[config.mk]
export PLATFORM = sky130hd
export DESIGN_NAME = touch_keyboard_encoder
export DESIGN_NICKNAME = d
export VERILOG_FILES = /design/src/hw/rtl/tke_pkg.sv /design/src/hw/rtl/touch_keyboard_encoder.sv
export SDC_FILE = /design/constraint.sdc
export NUM_CORES = 1
export LEC_CHECK = 0
export BUFFER_PORTS_ARGS = -buffer_cell sky130_fd_sc_hd__buf_2
export CAP_MARGIN = 10
export CORE_AREA = 3 3 103 105
export CTS_CLUSTER_DIAMETER = 120
export CTS_CLUSTER_SIZE = 16
export DETAILED_ROUTE_END_ITERATION = 10
export DIE_AREA = 0 0 106 108
export HOLD_SLACK_MARGIN = 0.06
export PLACE_DENSITY = 0.67
export SYNTH_ARGS = -nofsm -noshare
export SYNTH_HDL_FRONTEND = slang
export SYNTH_SLANG_ARGS = --single-unit
export TNS_END_PERCENT = 1
[constraint.sdc]
create_clock -name clk -period 3.95 [get_ports clk]
set_clock_uncertainty 0.15 [all_clocks]
set_input_delay 0.79 -clock clk [delete_from_list [all_inputs] [get_ports clk]]
set_output_delay 0.79 -clock clk [all_outputs]
set_load 0.05 [all_outputs]
[src/hw/rtl/tke_pkg.sv]
// package for the touch keyboard encoder: item types, key codes and layer tables
package tke_pkg;

    typedef struct packed {
        logic       kind;
        logic [8:0] touch_x;
        logic [7:0] touch_y;
        logic [1:0] arrow;
    } press_t;

    typedef struct packed {
        logic       byte_valid;
        logic [6:0] code;
        logic       last;
        logic [1:0] layer_now;
        logic       ctrl_pending;
    } sym_t;

    // kind codes
    localparam logic KIND_TOUCH = 1'b0;
    localparam logic KIND_ARROW = 1'b1;

    // layer codes
    localparam logic [1:0] LAYER_LOWER = 2'd0;
    localparam logic [1:0] LAYER_SHIFT = 2'd1;
    localparam logic [1:0] LAYER_SYM1  = 2'd2;
    localparam logic [1:0] LAYER_SYM2  = 2'd3;

    // arrow sequence beats
    localparam logic [1:0] BEAT_ESC    = 2'd0;
    localparam logic [1:0] BEAT_CSI    = 2'd1;
    localparam logic [1:0] BEAT_LETTER = 2'd2;

    // keyboard geometry
    localparam logic [7:0] KB_TOP    = 8'd38;
    localparam logic [7:0] ROW_PITCH = 8'd38;
    localparam logic [7:0] KB_BOTTOM = 8'd228;
    localparam logic [3:0] LAST_COL  = 4'd9;
    localparam logic [2:0] SPACE_ROW = 3'd4;
    localparam logic [3:0] SPACE_LO  = 4'd3;
    localparam logic [3:0] SPACE_HI  = 4'd6;

    // key codes: modifier codes 1 to 5, which are not control characters, and character codes
    localparam logic [7:0] MK_SHIFT = 8'd1;
    localparam logic [7:0] MK_SYM   = 8'd2;
    localparam logic [7:0] MK_ABC   = 8'd3;
    localparam logic [7:0] MK_SYM2  = 8'd4;
    localparam logic [7:0] MK_CTRL  = 8'd5;
    localparam logic [7:0] CH_TAB   = 8'd9;
    localparam logic [7:0] CH_ENTER = 8'd10;
    localparam logic [7:0] CH_ESC   = 8'd27;
    localparam logic [7:0] CH_SPACE = 8'd32;
    localparam logic [7:0] CH_DEL   = 8'd127;
    localparam logic [7:0] CH_CSI   = 8'd91;
    localparam logic [7:0] CH_A_UP  = 8'd65;
    localparam logic [7:0] CH_Z_UP  = 8'd90;
    localparam logic [7:0] CH_A_LO  = 8'd97;
    localparam logic [7:0] CH_Z_LO  = 8'd122;
    localparam logic [7:0] CH_GRAVE = 8'h60;
    localparam logic [6:0] CTRL_UP_OFS = 7'd64;
    localparam logic [6:0] CTRL_LO_OFS = 7'd96;

    localparam logic [7:0] KEY_ROM [0:3][0:4][0:9] = '{
        '{ '{"1","2","3","4","5","6","7","8","9","0"},
           '{"q","w","e","r","t","y","u","i","o","p"},
           '{"a","s","d","f","g","h","j","k","l","'"},
           '{MK_SHIFT,"z","x","c","v","b","n","m",",","."},
           '{CH_TAB,CH_ESC,MK_SYM," "," "," "," ",MK_CTRL,CH_ENTER,CH_DEL} },
        '{ '{"!","@","#","$","%","^","&","*","(",")"},
           '{"Q","W","E","R","T","Y","U","I","O","P"},
           '{"A","S","D","F","G","H","J","K","L","\""},
           '{MK_SHIFT,"Z","X","C","V","B","N","M",";",":"},
           '{CH_TAB,CH_ESC,MK_SYM," "," "," "," ",MK_CTRL,CH_ENTER,CH_DEL} },
        '{ '{"1","2","3","4","5","6","7","8","9","0"},
           '{"+","-","*","/","=","|","\\",CH_GRAVE,"~","_"},
           '{"@","#","$","%","^","&","(",")","[","]"},
           '{MK_SYM2,"{","}","<",">","?","!",":",";","\""},
           '{CH_TAB,CH_ESC,MK_ABC," "," "," "," ",MK_CTRL,CH_ENTER,CH_DEL} },
        '{ '{CH_GRAVE,"~","|","\\","_","-","+","=",".",","},
           '{"[","]","{","}","<",">","(",")","/","?"},
           '{"!","@","#","$","%","^","&","*","'","\""},
           '{MK_ABC,":",";","-","_","+","=","\\","|","~"},
           '{CH_TAB,CH_ESC,MK_ABC," "," "," "," ",MK_CTRL,CH_ENTER,CH_DEL} }
    };

endpackage

[src/hw/rtl/touch_keyboard_encoder.sv]
// touch keyboard encoder: touch and arrow presses in, terminal bytes out
//
//   channel   payload   handshake              items
//   press     press_t   press_valid / stall    one touch or arrow press
//   sym       sym_t     sym_valid / sym_stall  one byte or status result
//
// a touch press gives one result, an arrow press gives three (esc, '[', letter)
// an item stays in the input register while it gives its results, one each time
// the result register can take one; the result register is the only other stage,
// and each result is registered into it
// reset clears both registers' valid flags, the beat counter, layer and control
// a stalled result holds; the input register takes a new item while the result
// waits only if it is empty, and keeps its item until its last result moves on
module touch_keyboard_encoder
    import tke_pkg::*;
(
    input  logic   clk,
    input  logic   rst_n,
    input  logic   press_valid,
    output logic   press_stall,
    input  press_t press,
    output logic   sym_valid,
    input  logic   sym_stall,
    output sym_t   sym
);

    // input register
    logic       in_valid_reg;
    press_t     in_reg;
    // result register
    logic       out_valid_reg;
    sym_t       out_reg;
    // arrow beat counter
    logic [1:0] beat_reg;
    logic [1:0] beat_next;
    // keyboard state
    logic [1:0] layer_reg;
    logic [1:0] layer_next;
    logic       ctrl_reg;
    logic       ctrl_next;

    logic       advance;
    logic       item_done;
    sym_t       res;

    // touch decode
    logic [7:0] y_ofs;
    logic       on_board;
    logic [2:0] row;
    logic [8:0] x_ofs;
    logic [3:0] col_raw;
    logic [3:0] col;
    logic [7:0] key;
    logic [6:0] key7;

    // result register can take a new result
    assign advance   = !out_valid_reg || !sym_stall;
    // the held item gives its final result this cycle
    assign item_done = in_valid_reg && advance &&
                       ((in_reg.kind == KIND_TOUCH) || (beat_reg == BEAT_LETTER));

    assign press_stall = in_valid_reg && !item_done;

    // row from the vertical offset by compare against multiples of the pitch
    always_comb
    begin
        y_ofs    = in_reg.touch_y - KB_TOP;
        on_board = (in_reg.touch_y >= KB_TOP) && (in_reg.touch_y < KB_BOTTOM);
        if (y_ofs >= 8'(4 * ROW_PITCH))
            row = 3'd4;
        else if (y_ofs >= 8'(3 * ROW_PITCH))
            row = 3'd3;
        else if (y_ofs >= 8'(2 * ROW_PITCH))
            row = 3'd2;
        else if (y_ofs >= ROW_PITCH)
            row = 3'd1;
        else
            row = 3'd0;

        // column pitch is 32 pixels, so the divide is a shift
        x_ofs   = (in_reg.touch_x == 9'd0) ? 9'd0 : in_reg.touch_x - 9'd1;
        col_raw = x_ofs[8:5];
        col     = (col_raw > LAST_COL) ? LAST_COL : col_raw;
        // the space bar spans four columns
        if ((row == SPACE_ROW) && (col >= SPACE_LO) && (col <= SPACE_HI))
            col = SPACE_LO;

        key  = KEY_ROM[layer_reg][row][col];
        key7 = key[6:0];
    end

    // result and state update for the held item
    always_comb
    begin
        layer_next = layer_reg;
        ctrl_next  = ctrl_reg;
        beat_next  = beat_reg;
        res        = '0;
        res.last   = 1'b1;

        if (in_reg.kind == KIND_ARROW)
        begin
            res.byte_valid = 1'b1;
            case (beat_reg)
                BEAT_ESC:
                begin
                    res.code  = CH_ESC[6:0];
                    res.last  = 1'b0;
                    beat_next = BEAT_CSI;
                end
                BEAT_CSI:
                begin
                    res.code  = CH_CSI[6:0];
                    res.last  = 1'b0;
                    beat_next = BEAT_LETTER;
                end
                default:
                begin
                    res.code  = CH_A_UP[6:0] + {5'd0, in_reg.arrow};
                    beat_next = BEAT_ESC;
                end
            endcase
        end
        else if (on_board)
        begin
            case (key)
                MK_SHIFT: layer_next = (layer_reg == LAYER_SHIFT) ? LAYER_LOWER : LAYER_SHIFT;
                MK_SYM:   layer_next = LAYER_SYM1;
                MK_ABC:   layer_next = LAYER_LOWER;
                MK_SYM2:  layer_next = LAYER_SYM2;
                MK_CTRL:  ctrl_next  = !ctrl_reg;
                CH_TAB, CH_ESC, CH_ENTER, CH_DEL, CH_SPACE:
                begin
                    res.byte_valid = 1'b1;
                    res.code       = key7;
                end
                default:
                begin
                    res.byte_valid = 1'b1;
                    if (ctrl_reg)
                    begin
                        ctrl_next = 1'b0;
                        if ((key >= CH_A_LO) && (key <= CH_Z_LO))
                            res.code = key7 - CTRL_LO_OFS;
                        else if ((key >= CH_A_UP) && (key <= CH_Z_UP))
                            res.code = key7 - CTRL_UP_OFS;
                        else
                            res.code = key7;
                    end
                    else
                    begin
                        res.code = key7;
                        if (layer_reg == LAYER_SHIFT)
                            layer_next = LAYER_LOWER;
                    end
                end
            endcase
        end

        // status fields show the state after this item
        res.layer_now    = layer_next;
        res.ctrl_pending = ctrl_next;
    end

    always_ff @(posedge clk or negedge rst_n)
    begin
        if (!rst_n)
        begin
            in_valid_reg  <= 1'b0;
            out_valid_reg <= 1'b0;
            beat_reg      <= BEAT_ESC;
            layer_reg     <= LAYER_LOWER;
            ctrl_reg      <= 1'b0;
        end
        else
        begin
            if (press_valid && !press_stall)
                in_valid_reg <= 1'b1;
            else if (item_done)
                in_valid_reg <= 1'b0;

            if (in_valid_reg && advance)
            begin
                out_valid_reg <= 1'b1;
                beat_reg      <= beat_next;
                layer_reg     <= layer_next;
                ctrl_reg      <= ctrl_next;
            end
            else if (advance)
                out_valid_reg <= 1'b0;
        end
    end

    always_ff @(posedge clk)
    begin
        if (press_valid && !press_stall)
            in_reg <= press;
        if (in_valid_reg && advance)
            out_reg <= res;
    end

    assign sym_valid = out_valid_reg;
    assign sym       = out_reg;

    // only arrow sequences give results that are not the last of their item
    a_not_last_is_byte: assert property (@(posedge clk) disable iff (!rst_n)
        out_valid_reg && !out_reg.last |-> out_reg.byte_valid)
        else $error("non-final result without a byte");

    // the beat counter only moves while an arrow item is held
    a_beat_arrow: assert property (@(posedge clk) disable iff (!rst_n)
        beat_reg != BEAT_ESC |-> in_valid_reg && (in_reg.kind == KIND_ARROW))
        else $error("arrow beat without an arrow item");

    a_beat_range: assert property (@(posedge clk) disable iff (!rst_n)
        beat_reg != 2'd3)
        else $error("arrow beat out of range");

    // arrow presses leave layer and control untouched
    a_arrow_keeps_state: assert property (@(posedge clk) disable iff (!rst_n)
        in_valid_reg && (in_reg.kind == KIND_ARROW) |=>
            (layer_reg == $past(layer_reg)) && (ctrl_reg == $past(ctrl_reg)))
        else $error("arrow press changed keyboard state");

endmodule
======== Word-level counts from Yosys, hierarchy flattened ========
Index checks and enable logic that the tools add are counted.
cells by class
  bitwise operators ....................... 4
  mux-type cells .......................... 38
  $lt $le $gt $ge ......................... 16
  eq/ne operators ......................... 14
  reduce and logical (&&, ||, !) cells .... 26
  add/sub/neg operators ................... 5
operator list
  kind                                                                    number
  400-bit binary-select mux with 2-bit select                             1
  400-bit two-way mux                                                     2
  80-bit binary-select mux with 3-bit select                              1
  80-bit two-way mux                                                      2
  8-bit binary-select mux with 4-bit select                               1
  8-bit by 7-bit >= comparator with 1-bit output (second input constant)  4
  7-bit two-way mux                                                       4
  8-bit two-way mux                                                       3
  8-bit by 2-bit equality test with 1-bit output (second input constant)  2
  8-bit by 3-bit equality test with 1-bit output (second input constant)  2
  8-bit by 4-bit equality test with 1-bit output (second input constant)  2
  8-bit by 6-bit >= comparator with 1-bit output (second input constant)  2
  8-bit by 7-bit <= comparator with 1-bit output (second input constant)  2
  8-bit one-hot mux with 2 select lines                                   1
  7-bit one-hot mux with 2 select lines                                   1
  7-bit subtractor (second input constant)                                2
  2-bit two-way mux                                                       6
  2-bit one-hot mux with 5 select lines                                   1
  5-bit OR reduction                                                      2
  1-bit logical AND                                                       9
  9-bit logical NOT                                                       1
  1-bit two-way mux                                                       9
  9-bit two-way mux                                                       1
  9-bit OR reduction                                                      1
  other kinds (33)                                                        41
storage, ports and cells
  register bits ........................... 39
  word-level logic and storage cells ...... 117
  output and inout port bits .............. 14
  input port bits ......................... 24

======== Logic depth before layout (Yosys ltp) ========
Gate-level depths: netlist of run 1.
  depth after elaboration ................. 22
  gate-level depth with buffers ........... 20
  depth with buffers taken out ............ 17

======== Least setup slack after synthesis of run 1 ========
No wires, ideal clock.
  path kind ............................... flip-flop to flip-flop
  from .................................... register in_reg[3] in the netlist's numbering
  to ...................................... register out_reg, in the netlist sym[2], data pin
  path buffers ............................ 2
  data arrival time ....................... 3837 ps
  setup slack ............................. -305 ps
  setup time .............................. 268 ps
  stages on the path, launching flop included .. 17
  data required time ...................... 3532 ps
  period minus slack after synthesis ...... 4255 ps
  cell sequence ........................... edfxtp_1 ha_1 or4_4 and2_4 and3_1 buf_2 nor3_2 buf_4 o311ai_1 a221oi_2 o2111ai_1 o41a_1 a21boi_1 o211ai_2 nand4_1 o21ai_1 o211ai_1
on the way
  cells in the longest elaborated chain, start to end .. 19
  elaborated cells between the ends (all ways) .. 38
ends and longest elaborated chain
  what                                                                                  line                           RTL
  from (decl)                                                                           touch_keyboard_encoder.sv:29   press_t in_reg;
  from (signal assigned)                                                                touch_keyboard_encoder.sv:197  in_reg <= press;
  branches (longest 17 deep; another with 8-bit by 6-bit subtractor with 8-bit output)  n/a
  2-bit two-way mux *                                                                   touch_keyboard_encoder.sv:124  else if (on_board)
  2-bit two-way mux *                                                                   touch_keyboard_encoder.sv:101  if (in_reg.kind == KIND_ARROW)
  net layer_next[1]                                                                     touch_keyboard_encoder.sv:38   logic [1:0] layer_next;
  to (signal assigned)                                                                  touch_keyboard_encoder.sv:199  out_reg <= res;
  to (decl)                                                                             touch_keyboard_encoder.sv:32   sym_t out_reg;
Mark *: on every way through the listed nets, which the timed path passes. The select of a mux whose other input is x is not followed.
A chain may end at the register's enable or synchronous reset.

======== Final worst setup path of run 1 ========
  from .................................... register in_reg[3] in the netlist's numbering
  to ...................................... register out_reg, in the netlist sym[1], data pin
Same word-level chain as after synthesis.

==> qor.yml, run 1 <==
ys_seq_area_frac: 0.262
finalHoldViolations: 0
slew_viol_final: 0
routed_wl_um: 21200
rows: 36
layout-drive-gt1-share: 0.462
antennaDiodeCount: 0
ff2ff_setup_slack_ns: -0.43
crit_start: "in_reg[3]"
dr_total_vias: 5927
grt_max_degree: 21
synth.avg_cell_area_um2: 7.88
rsz0062_at_grt: "true"
finalSetupTns_ns: -4.13
hold-worst-slack_ns: 0.171
reg2reg_to: "sym[1]"
endpoint: "sym[1]"
place.gp.congestion: 1.14
clkTransAtPathRegs_ns: 0.07
cts-root-buf: "clkbuf_8"
reg2reg_depth: 19
synthCells: 550
ys.flop_type: "edfxtp_1"
cts_tree: "built"
path_class: "reg2reg"
via_per_inst: 6.59
clkLatencyLatePin_ns: 0.29
die_y_um: 108
ys_top_cells_by_area: "edfxtp_1 22%, a21oi_1 5.0%, o21ai_0 4.5%"
start_util: 0.446
synth_edf_count: 32
fin_crit_sh: 1.11
setup_violations: 12
fin_nets: 802
synth.net_count: 586
irDropWorstVdd_uv: 433
synth_top_cell_area_share: 0.222
hold_buffers: 0
synth.most_common_cell: "nand2_1"
timing.rr.start: "in_reg[3]"
core_area_um2: 9730
leakage_nw: 2.77
layout.area.seq_um2: 1140
p_per_area_nw_per_um2: 516
required_ns: 3.83
tightest_slew_ns: 0.817
first_pass_iters: 5
synth_area_um2: 4340
drtIter0Drc: 563
hpwl_um: 15500
async_reset_ff_frac: 0.179
clock_path_buffers: 2
cp-end-kind: "flip-flop"
worstPathMaxFanout: 7
grt_antenna_before_repair: 0
drv_cap: 0
ys_warn_count: 0
drc_errors: 0
post-synth-top-area-cell: "edfxtp_1"
die_w_um: 106
yosysUniqueCellTypes: 86
io_pins: 38
cts_buffers: 5
multi_input_area_um2: 3490
setup_slack_ns: -0.435
status: "finished, violations left"
synth_commonest_cells: "50 x nand2_1, 43 x a21oi_1, 42 x nor2_1, 39 x o21ai_0, 32 x edfxtp_1"
cts_sinks: 39
grt_pass1_vias: 5751
hold_path_class: "in2async"
violations: "setup timing"
ys_seq_elements: 39
fin_crit_ns: 4.38
max_freq_mhz: 228
htreeDepth: 2
largest_reg_flops: 20
grtUsageTotal: 0.360
wl_per_cell_um: 23.6
power_mw: 3.51
grt_pass1_wl_um: 32000
arrival_ns: 4.26
die-area_um2: 11400
antenna_left: 0
grt.overflow.total: 0
port_buffers: 37
nFillCells: 784
slew_headroom: 0.456
start_kind: "flip-flop"
syn_to_final_growth_pct: 56.7
[worst min path at each step]
stage	from	endpoint	slack, ns
after global placement	in_valid_reg	sym_valid	0.32
after floorplan	in_valid_reg	sym_valid	0.30
final	rst_n	ctrl_reg	0.17
after global routing	rst_n	ctrl_reg	0.16
after CTS	rst_n	ctrl_reg	0.17
after detailed placement	in_valid_reg	sym_valid	0.33
[worst max-delay path: stages (launching register included)]
cell,delay (ns)
edfxtp_1,0.42
buf_6,0.14
inv_4,0.04
ha_4,0.26
o21ba_2,0.15
o21a_1,0.20
o21a_1,0.21
buf_6,0.12
or3_4,0.45
buf_4,0.17
nand3_1,0.11
a211oi_1,0.12
or4_4,0.51
o21ai_4,0.15
buf_4,0.18
a211oi_1,0.04
a21o_1,0.18
and3_1,0.23
a31oi_4,0.19
o22ai_2,0.09
[cell type report]
type | instances | area share
clock buffer | 7 | 0.0127
tap | 133 | 0.0245
sequential | 39 | 0.167
inverter | 18 | 0.0111
timing repair buffer | 246 | 0.270
clock inverter | 1 | 0.000737
multi-input combinational | 456 | 0.513
[what timing repair did]
item | 4_1_cts | 5_1_grt
buffers inserted | 12 | 10
endpoints found under the setup margin | 12 | 13
gates resized for setup | 49 | 59
pin swaps | 24 | 28
cloned | 1 | 0
[through the flow]
step | instances | setup slack (ns) | instance area, µm² | util
floorplan | 550 | -0.0778 | 4420 | -
global placement | 870 | -0.451 | 6010 | 0.618
detailed placement | 870 | -0.515 | 6010 | 0.618
CTS | 891 | -0.355 | 6430 | 0.661
global route | 900 | -0.603 | 6790 | 0.698
finish | 900 | -0.435 | 6790 | 0.698
[where the power goes]
group | internal [mW] | total (mW) | switching (mW) | leakage (nW)
Clock | 0.141 | 0.268 | 0.127 | 0.0482
Combinational | 1.12 | 2.66 | 1.54 | 2.34
Sequential | 0.537 | 0.583 | 0.0465 | 0.383
[kinds of logic after synthesis]
group / synth area share
xor gates and xnor gates: 0.00606
buffers and inverters: 0.0586
DFF: 0.262
AOI/OAI and AO/OA: 0.397
adders and majority gates: 0.0346
muxes: 0.00722
and+or+nand+nor: 0.234
[layout by cell type (no fill, tap or decap), types with 5 or more instances in the layout]
| cell | count |
|---|---|
| o211ai_1 | 8 |
| nor3_1 | 7 |
| o22ai_1 | 10 |
| dfrtp_1 | 7 |
| and2_1 | 6 |
| nand3_1 | 21 |
| buf_2 | 37 |
| a31oi_1 | 8 |
| o21a_1 | 6 |
| o2111ai_1 | 5 |
| o221ai_1 | 5 |
| and3_1 | 6 |
| nand2_1 | 49 |
| a31oi_4 | 5 |
| buf_6 | 12 |
| nor3_2 | 6 |
| buf_4 | 194 |
| nand4_1 | 8 |
| ha_1 | 10 |
| inv_1 | 14 |
| nor2_2 | 5 |
| a21oi_2 | 7 |
| a211oi_1 | 6 |
| a211o_1 | 6 |
| o21ai_1 | 9 |
| nor2_1 | 36 |
| a21oi_1 | 35 |
| a21o_1 | 8 |
| o21ai_0 | 33 |
| edfxtp_1 | 32 |
| clkbuf_8 | 6 |
| nand2b_1 | 6 |
[layer usage]
| metal | vias to the layer above | GRT usage | part of all wire |
|---|---|---|---|
| li1 | 2618 | - | - |
| met1 | 2754 | 0.438 | 0.36 |
| met2 | 424 | 0.600 | 0.45 |
| met3 | 131 | 0.0561 | 0.10 |
| met4 | 0 | 0.224 | 0.081 |
| met5 | - | 0 | 0 |
Power figures use the tool's default switching activity.
==> run 2, diff against run 1 <==
CORE_AREA = 3 3 125 127   (was 3 3 103 105)
DIE_AREA = 0 0 128 130   (was 0 0 106 108)
GPL_TIMING_DRIVEN = 0   (was default)
PLACE_DENSITY = 0.5   (was 0.67)
==> run 2 against run 1 <==
The run still ends with setup timing left; first-iteration DRC count up 0.71%; clock power up 43%; core utilization down 28 points; sequential power up 0.9%; largest cell class unchanged; highest routed layer unchanged.
==> qor.yml, run 2 (synthesis results as in run 1) <==
cts_buffers: 5  # unchanged
layout-drive-gt1-share: 0.355  # was 0.462
wl_per_cell_um: 25.1  # was 23.6 µm
finalHoldViolations: 0  # unchanged
drc_errors: 0  # unchanged
die_w_um: 128  # was 106 µm
setup_violations: 12  # unchanged
grt_antenna_before_repair: 0  # unchanged
antenna_left: 0  # unchanged
grt_max_degree: 21  # unchanged
syn_to_final_growth_pct: 39.7  # was 56.7%
grt_pass1_vias: 5143  # was 5751
slew_headroom: 0.313  # was 0.456
dpl_cell_area_um2: 4840  # was 6010 µm²
violations: "setup timing"  # unchanged
clkTransAtPathRegs_ns: 0.06  # was 0.07 ns
cp-end-kind: "flip-flop"  # unchanged
antennaDiodeCount: 0  # unchanged
core_area_um2: 14500  # was 9730 µm²
fin_area_um2: 6060  # was 6790 µm²
finalCoreUtilization: 0.417  # was 0.698
port_buffers: 37  # unchanged
hold-worst-slack_ns: 0.192  # was 0.171 ns
cts_sinks: 39  # unchanged
htreeDepth: 2  # unchanged
p_sw_mw: 1.67  # was 1.71 mW
rsz0062_at_grt: "true"  # unchanged
path_class: "reg2reg"  # unchanged
power_mw: 3.26  # was 3.51 mW
setup_slack_ns: -0.729  # was -0.435 ns
drv_cap: 0  # unchanged
final_common_cell: "buf_4"  # unchanged
die-area_um2: 16600  # was 11400 µm²
clock_path_buffers: 2  # unchanged
fin_crit_sh: 1.18  # was 1.11
leakage_nw: 2.19  # was 2.77 nW
hold_buffers: 0  # unchanged
via_per_inst: 6.45  # was 6.59
dr_total_vias: 5356  # was 5927
p_int_mw: 1.59  # was 1.79 mW
hpwl_um: 14700  # was 15500 µm
tightest_slew_ns: 1.03  # was 0.817 ns
fin_crit_ns: 4.68  # was 4.38 ns
irDropWorstVdd_uv: 288  # was 433 µV
fin_nets: 682  # was 802
slew_viol_final: 0  # unchanged
finalSetupTns_ns: -7.64  # was -4.13 ns
p_per_area_nw_per_um2: 539  # was 516 nW/µm²
place.gp.congestion: 0.974  # was 1.14
pre_cts_ws_ns: -1.51  # was -0.515 ns
max_freq_mhz: 214  # was 228 MHz
routed_wl_um: 20900  # was 21200 µm
grtUsageTotal: 0.241  # was 0.360
largest_reg_flops: 20  # unchanged
rows: 44  # was 36
clock_power_share: 0.117  # was 0.076
grt.overflow.total: 0  # unchanged
grt_pass1_wl_um: 30900  # was 32000 µm
first_pass_iters: 5  # unchanged
required_ns: 3.81  # was 3.83 ns
io_pins: 38  # unchanged
start_kind: "flip-flop"  # unchanged
start_util: 0.298  # was 0.446
switching_share: 0.512  # was 0.488
dpl.cell_count: 771  # was 870
power_frac_seq: 0.180  # was 0.166
drtIter0Drc: 567  # was 563
arrival_ns: 4.54  # was 4.26 ns
cts_tree: "built"  # unchanged
clkLatencyLatePin_ns: 0.28  # was 0.29 ns
pwr-share-comb: 0.703  # was 0.757
layout_common_cells: "56 x buf_4, 48 x nand2_1, 44 x buf_2"  # was 194 x buf_4, 49 x nand2_1, 37 x buf_2
cts-root-buf: "clkbuf_16"  # was clkbuf_8
status: "finished, violations left"  # unchanged
layoutNonFillerInstCount: 831  # was 900
die_y_um: 130  # was 108 µm
worstPathMaxFanout: 8  # was 7
hold_path_class: "in2async"  # unchanged
run 2: cell types whose count changed in the layout (fill, tap and decap cells not counted), sizes merged:
cell	change
buf	-139
clkbuf	+18
clkinv	+2
or3	-1
run 2: routing by layer:
metal  GRT usage  vias to the layer above  share of wire
li1            -                     2383              -
met1       0.322                     2576           0.41
met2       0.373                      314           0.45
met3      0.0479                       83          0.089
met4       0.119                        0          0.051
met5           0                        -              0
run 2: worst max-delay path, cell delays in order (launching register included):
cell	delay (ns)
edfxtp_1	0.47
ha_4	0.23
or4_4	0.56
nor3_4	0.22
o22ai_4	0.17
o22ai_4	0.33
buf_6	0.20
o311ai_1	0.19
and3_1	0.26
o311ai_2	0.37
o21ai_4	0.14
buf_4	0.16
nor3_4	0.31
nand4_1	0.18
and4_4	0.19
a31oi_4	0.16
o22ai_2	0.10
run 2: area by class of cell:
type                    instances  area, µm²
clock inverters                 3       15.0
plain buffers                  37        236
inverters                      18       68.8
multi-input cells             455       3640
well taps                     184        230
repair buffers                 90        602
clock buffers                   5        125
flip-flops and latches         39       1140
fillers                      1538       8480
run 2: repair_timing:
item | in CTS | in global routing
gates cloned | 0 | 1
resized for setup | 76 | 69
setup buffers | 25 | 27
pin swaps | 21 | 40
endpoints found under the setup margin | 14 | 13
run 2: power groups by stage:
stage	Sequential [mW]	Clock [mW]	Combinational [mW]
CTS	0.588	0.396	1.93
detailed placement	0.596	0	1.72
global route	0.596	0.412	2.41
finish	0.588	0.383	2.29
global placement	0.594	0	1.77
floorplan	0.683	0	1.11
run 2: path summary, 6_finish.rpt:
path                               from            to  slack (ns)  cells after the start
min reg2reg                in_valid_reg     sym_valid        0.33                      1
max in group asynchronous         rst_n      ctrl_reg        3.28                      1
min in group clk           in_valid_reg     sym_valid        0.33                      1
max                           in_reg[4]        sym[1]       -0.73                     16
min                               rst_n  layer_reg[1]        0.19                      1
max reg2reg                   in_reg[4]        sym[1]       -0.73                     16
==> run 3, diff against run 2 <==
CORE_AREA = 3 3 131 121   (was 3 3 125 127)
DIE_AREA = 0 0 134 124   (was 0 0 128 130)
==> run 3 against run 2 <==
The run still ends with setup timing left; count of clock-buffer cells in the layout grew 3; first-iteration DRC count up 45%; sequential power about the same; cell area down 2.6%; die area shrank 0.14%; maximum frequency increased by 4.2%; clock power grew 9.1%; register-to-register slack gained 0.19 ns; non-clock buffer count down 16; flip-flop and latch count unchanged; critical path type unchanged; highest routed layer unchanged.
==> qor.yml, run 3 (synthesis results as in run 1) <==
dr_total_vias: 5395  # was 5356
required_ns: 3.81  # about the same
use_met3: 0.0755  # was 0.0479
first_pass_iters: 6  # was 5
grt.overflow.total: 0  # unchanged
layout_common_cells: "47 x nand2_1, 45 x buf_4, 42 x buf_2"  # was 56 x buf_4, 48 x nand2_1, 44 x buf_2
die_y_um: 124  # was 130 µm
grt_use_met2: 0.341  # was 0.373
core_area_um2: 14600  # was 14500 µm²
grt_busiest_layer: "met2"  # unchanged
finalHoldViolations: 0  # unchanged
irDropWorstVdd_uv: 307  # was 288 µV
max_freq_mhz: 223  # was 214 MHz
status: "finished, violations left"  # unchanged
grt_max_degree: 21  # unchanged
syn_to_final_growth_pct: 36.1  # was 39.7%
slew_viol_final: 0  # unchanged
cts-root-buf: "clkbuf_16"  # unchanged
path_class: "reg2reg"  # unchanged
power_mw: 3.17  # was 3.26 mW
nFillCells: 1473  # was 1538
io_pins: 38  # unchanged
cp-end-kind: "flip-flop"  # unchanged
clkTransAtPathRegs_ns: 0.06  # about the same
slew_headroom: 0.322  # was 0.313
cts_tree: "built"  # unchanged
setup_slack_ns: -0.540  # was -0.729 ns
arrival_ns: 4.35  # was 4.54 ns
hpwl_um: 13400  # was 14700 µm
drv_cap: 0  # unchanged
die_w_um: 134  # was 128 µm
fin_nets: 667  # was 682
crit_start: "in_reg[3]"  # was in_reg[4]
start_kind: "flip-flop"  # unchanged
leakage_nw: 2.09  # was 2.19 nW
tightest_slew_ns: 1.02  # was 1.03 ns
layout-drive-gt1-share: 0.342  # was 0.355
grtUsageTotal: 0.224  # was 0.241
ff2ff_setup_slack_ns: -0.54  # was -0.73 ns
drtIter0Drc: 824  # was 567
htreeDepth: 2  # unchanged
reg2reg_depth: 16  # unchanged
fin_crit_sh: 1.14  # was 1.18
grtUsageMet1: 0.293  # was 0.322
antenna_left: 0  # unchanged
fin_crit_ns: 4.49  # was 4.68 ns
grt_pass1_wl_um: 29000  # was 30900 µm
hold_buffers: 0  # unchanged
routed_wl_um: 19400  # was 20900 µm
finalSetupTns_ns: -5.47  # was -7.64 ns
antennaDiodeCount: 0  # unchanged
place.gp.congestion: 1.05  # was 0.974
port_buffers: 37  # unchanged
via_per_inst: 6.50  # was 6.45
clkLatencyLatePin_ns: 0.28  # about the same
cts_buffers: 5  # unchanged
violations: "setup timing"  # unchanged
setup_violations: 12  # unchanged
wl_per_cell_um: 23.4  # was 25.1 µm
cts_sinks: 39  # unchanged
reg2reg_to: "sym[1]"  # unchanged
rsz0062_at_grt: "true"  # unchanged
final_common_cell: "nand2_1"  # was buf_4
rows: 42  # was 44
p_per_area_nw_per_um2: 536  # was 539 nW/µm²
hold-worst-slack_ns: 0.189  # was 0.192 ns
drc_errors: 0  # unchanged
hold_path_class: "in2async"  # unchanged
start_util: 0.298  # about the same
grt_antenna_before_repair: 0  # unchanged
largest_reg_flops: 20  # unchanged
layout.area.seq_um2: 1140  # unchanged
die-area_um2: 16600  # about the same
grt_pass1_vias: 5135  # was 5143
multi_input_area_um2: 3590  # was 3640 µm²
worstPathMaxFanout: 10  # was 8
clock_path_buffers: 2  # unchanged
timing.rr.start: "in_reg[3]"  # was in_reg[4]
## run 3: area by class of cell
cell class              instances  share of cell area
plain buffers                  37              0.0394
clock buffers                   8              0.0265
repair buffers                 74              0.0785
flip-flops and latches         39               0.193
multi-input cells             456               0.609
inverters                      18              0.0119
well taps                     198              0.0420
## run 3: power by group
group	switching, mW	leakage, nW	internal (mW)
sequential	0.0527	0.383	0.537
combinational	1.40	1.63	0.756
clock	0.150	0.0772	0.269
total	1.60	2.09	1.56
## run 3: worst max path at each step
stage                        end  slack (ns)
global route        layer_reg[0]       -0.70
CTS                 layer_reg[0]       -0.49
detailed placement        sym[1]       -1.17
global placement          sym[1]       -1.29
finish                    sym[1]       -0.54
floorplan                 sym[1]       -0.08
## run 3: through the flow
| stage | setup slack (ns) | utilization | std cells | instance area, µm² |
|---|---|---|---|---|
| 6_report | -0.540 | 0.405 | 830 | 5900 |
| 3_5_place_dp | -1.17 | 0.333 | 785 | 4850 |
| 2_1_floorplan | -0.0778 | - | 550 | 4420 |
| 4_1_cts | -0.490 | 0.382 | 823 | 5560 |
| 3_3_place_gp | -1.29 | 0.333 | 785 | 4850 |
| 5_1_grt | -0.699 | 0.405 | 830 | 5900 |
## run 3: what timing repair did
item                       in CTS  in global routing
resized for setup              72                 62
setup buffers                  30                  7
pin swaps                      21                 17
setup endpoints to repair      14                 13
hold endpoints to repair        0                  0
gates cloned                    0                  1
## run 3: critical path: stages, from the launching register on
cell	delay [ns]
edfxtp_1	0.52
ha_4	0.24
or4_4	0.46
and2_4	0.20
and3_1	0.17
buf_6	0.13
or3_4	0.37
buf_8	0.16
and3_4	0.20
o31ai_2	0.24
o2111ai_2	0.22
and3_4	0.22
a21oi_2	0.22
nand4_1	0.19
and4_1	0.22
a31oi_2	0.17
o22ai_1	0.12
## run 3: per-layer routing
layer  part of all wire  wire, µm  up-vias
met5                  0         0        -
met4              0.051       991        0
met3               0.13      2610      111
met2               0.42      8160      444
met1               0.40      7680     2493
li1                   -         -     2347
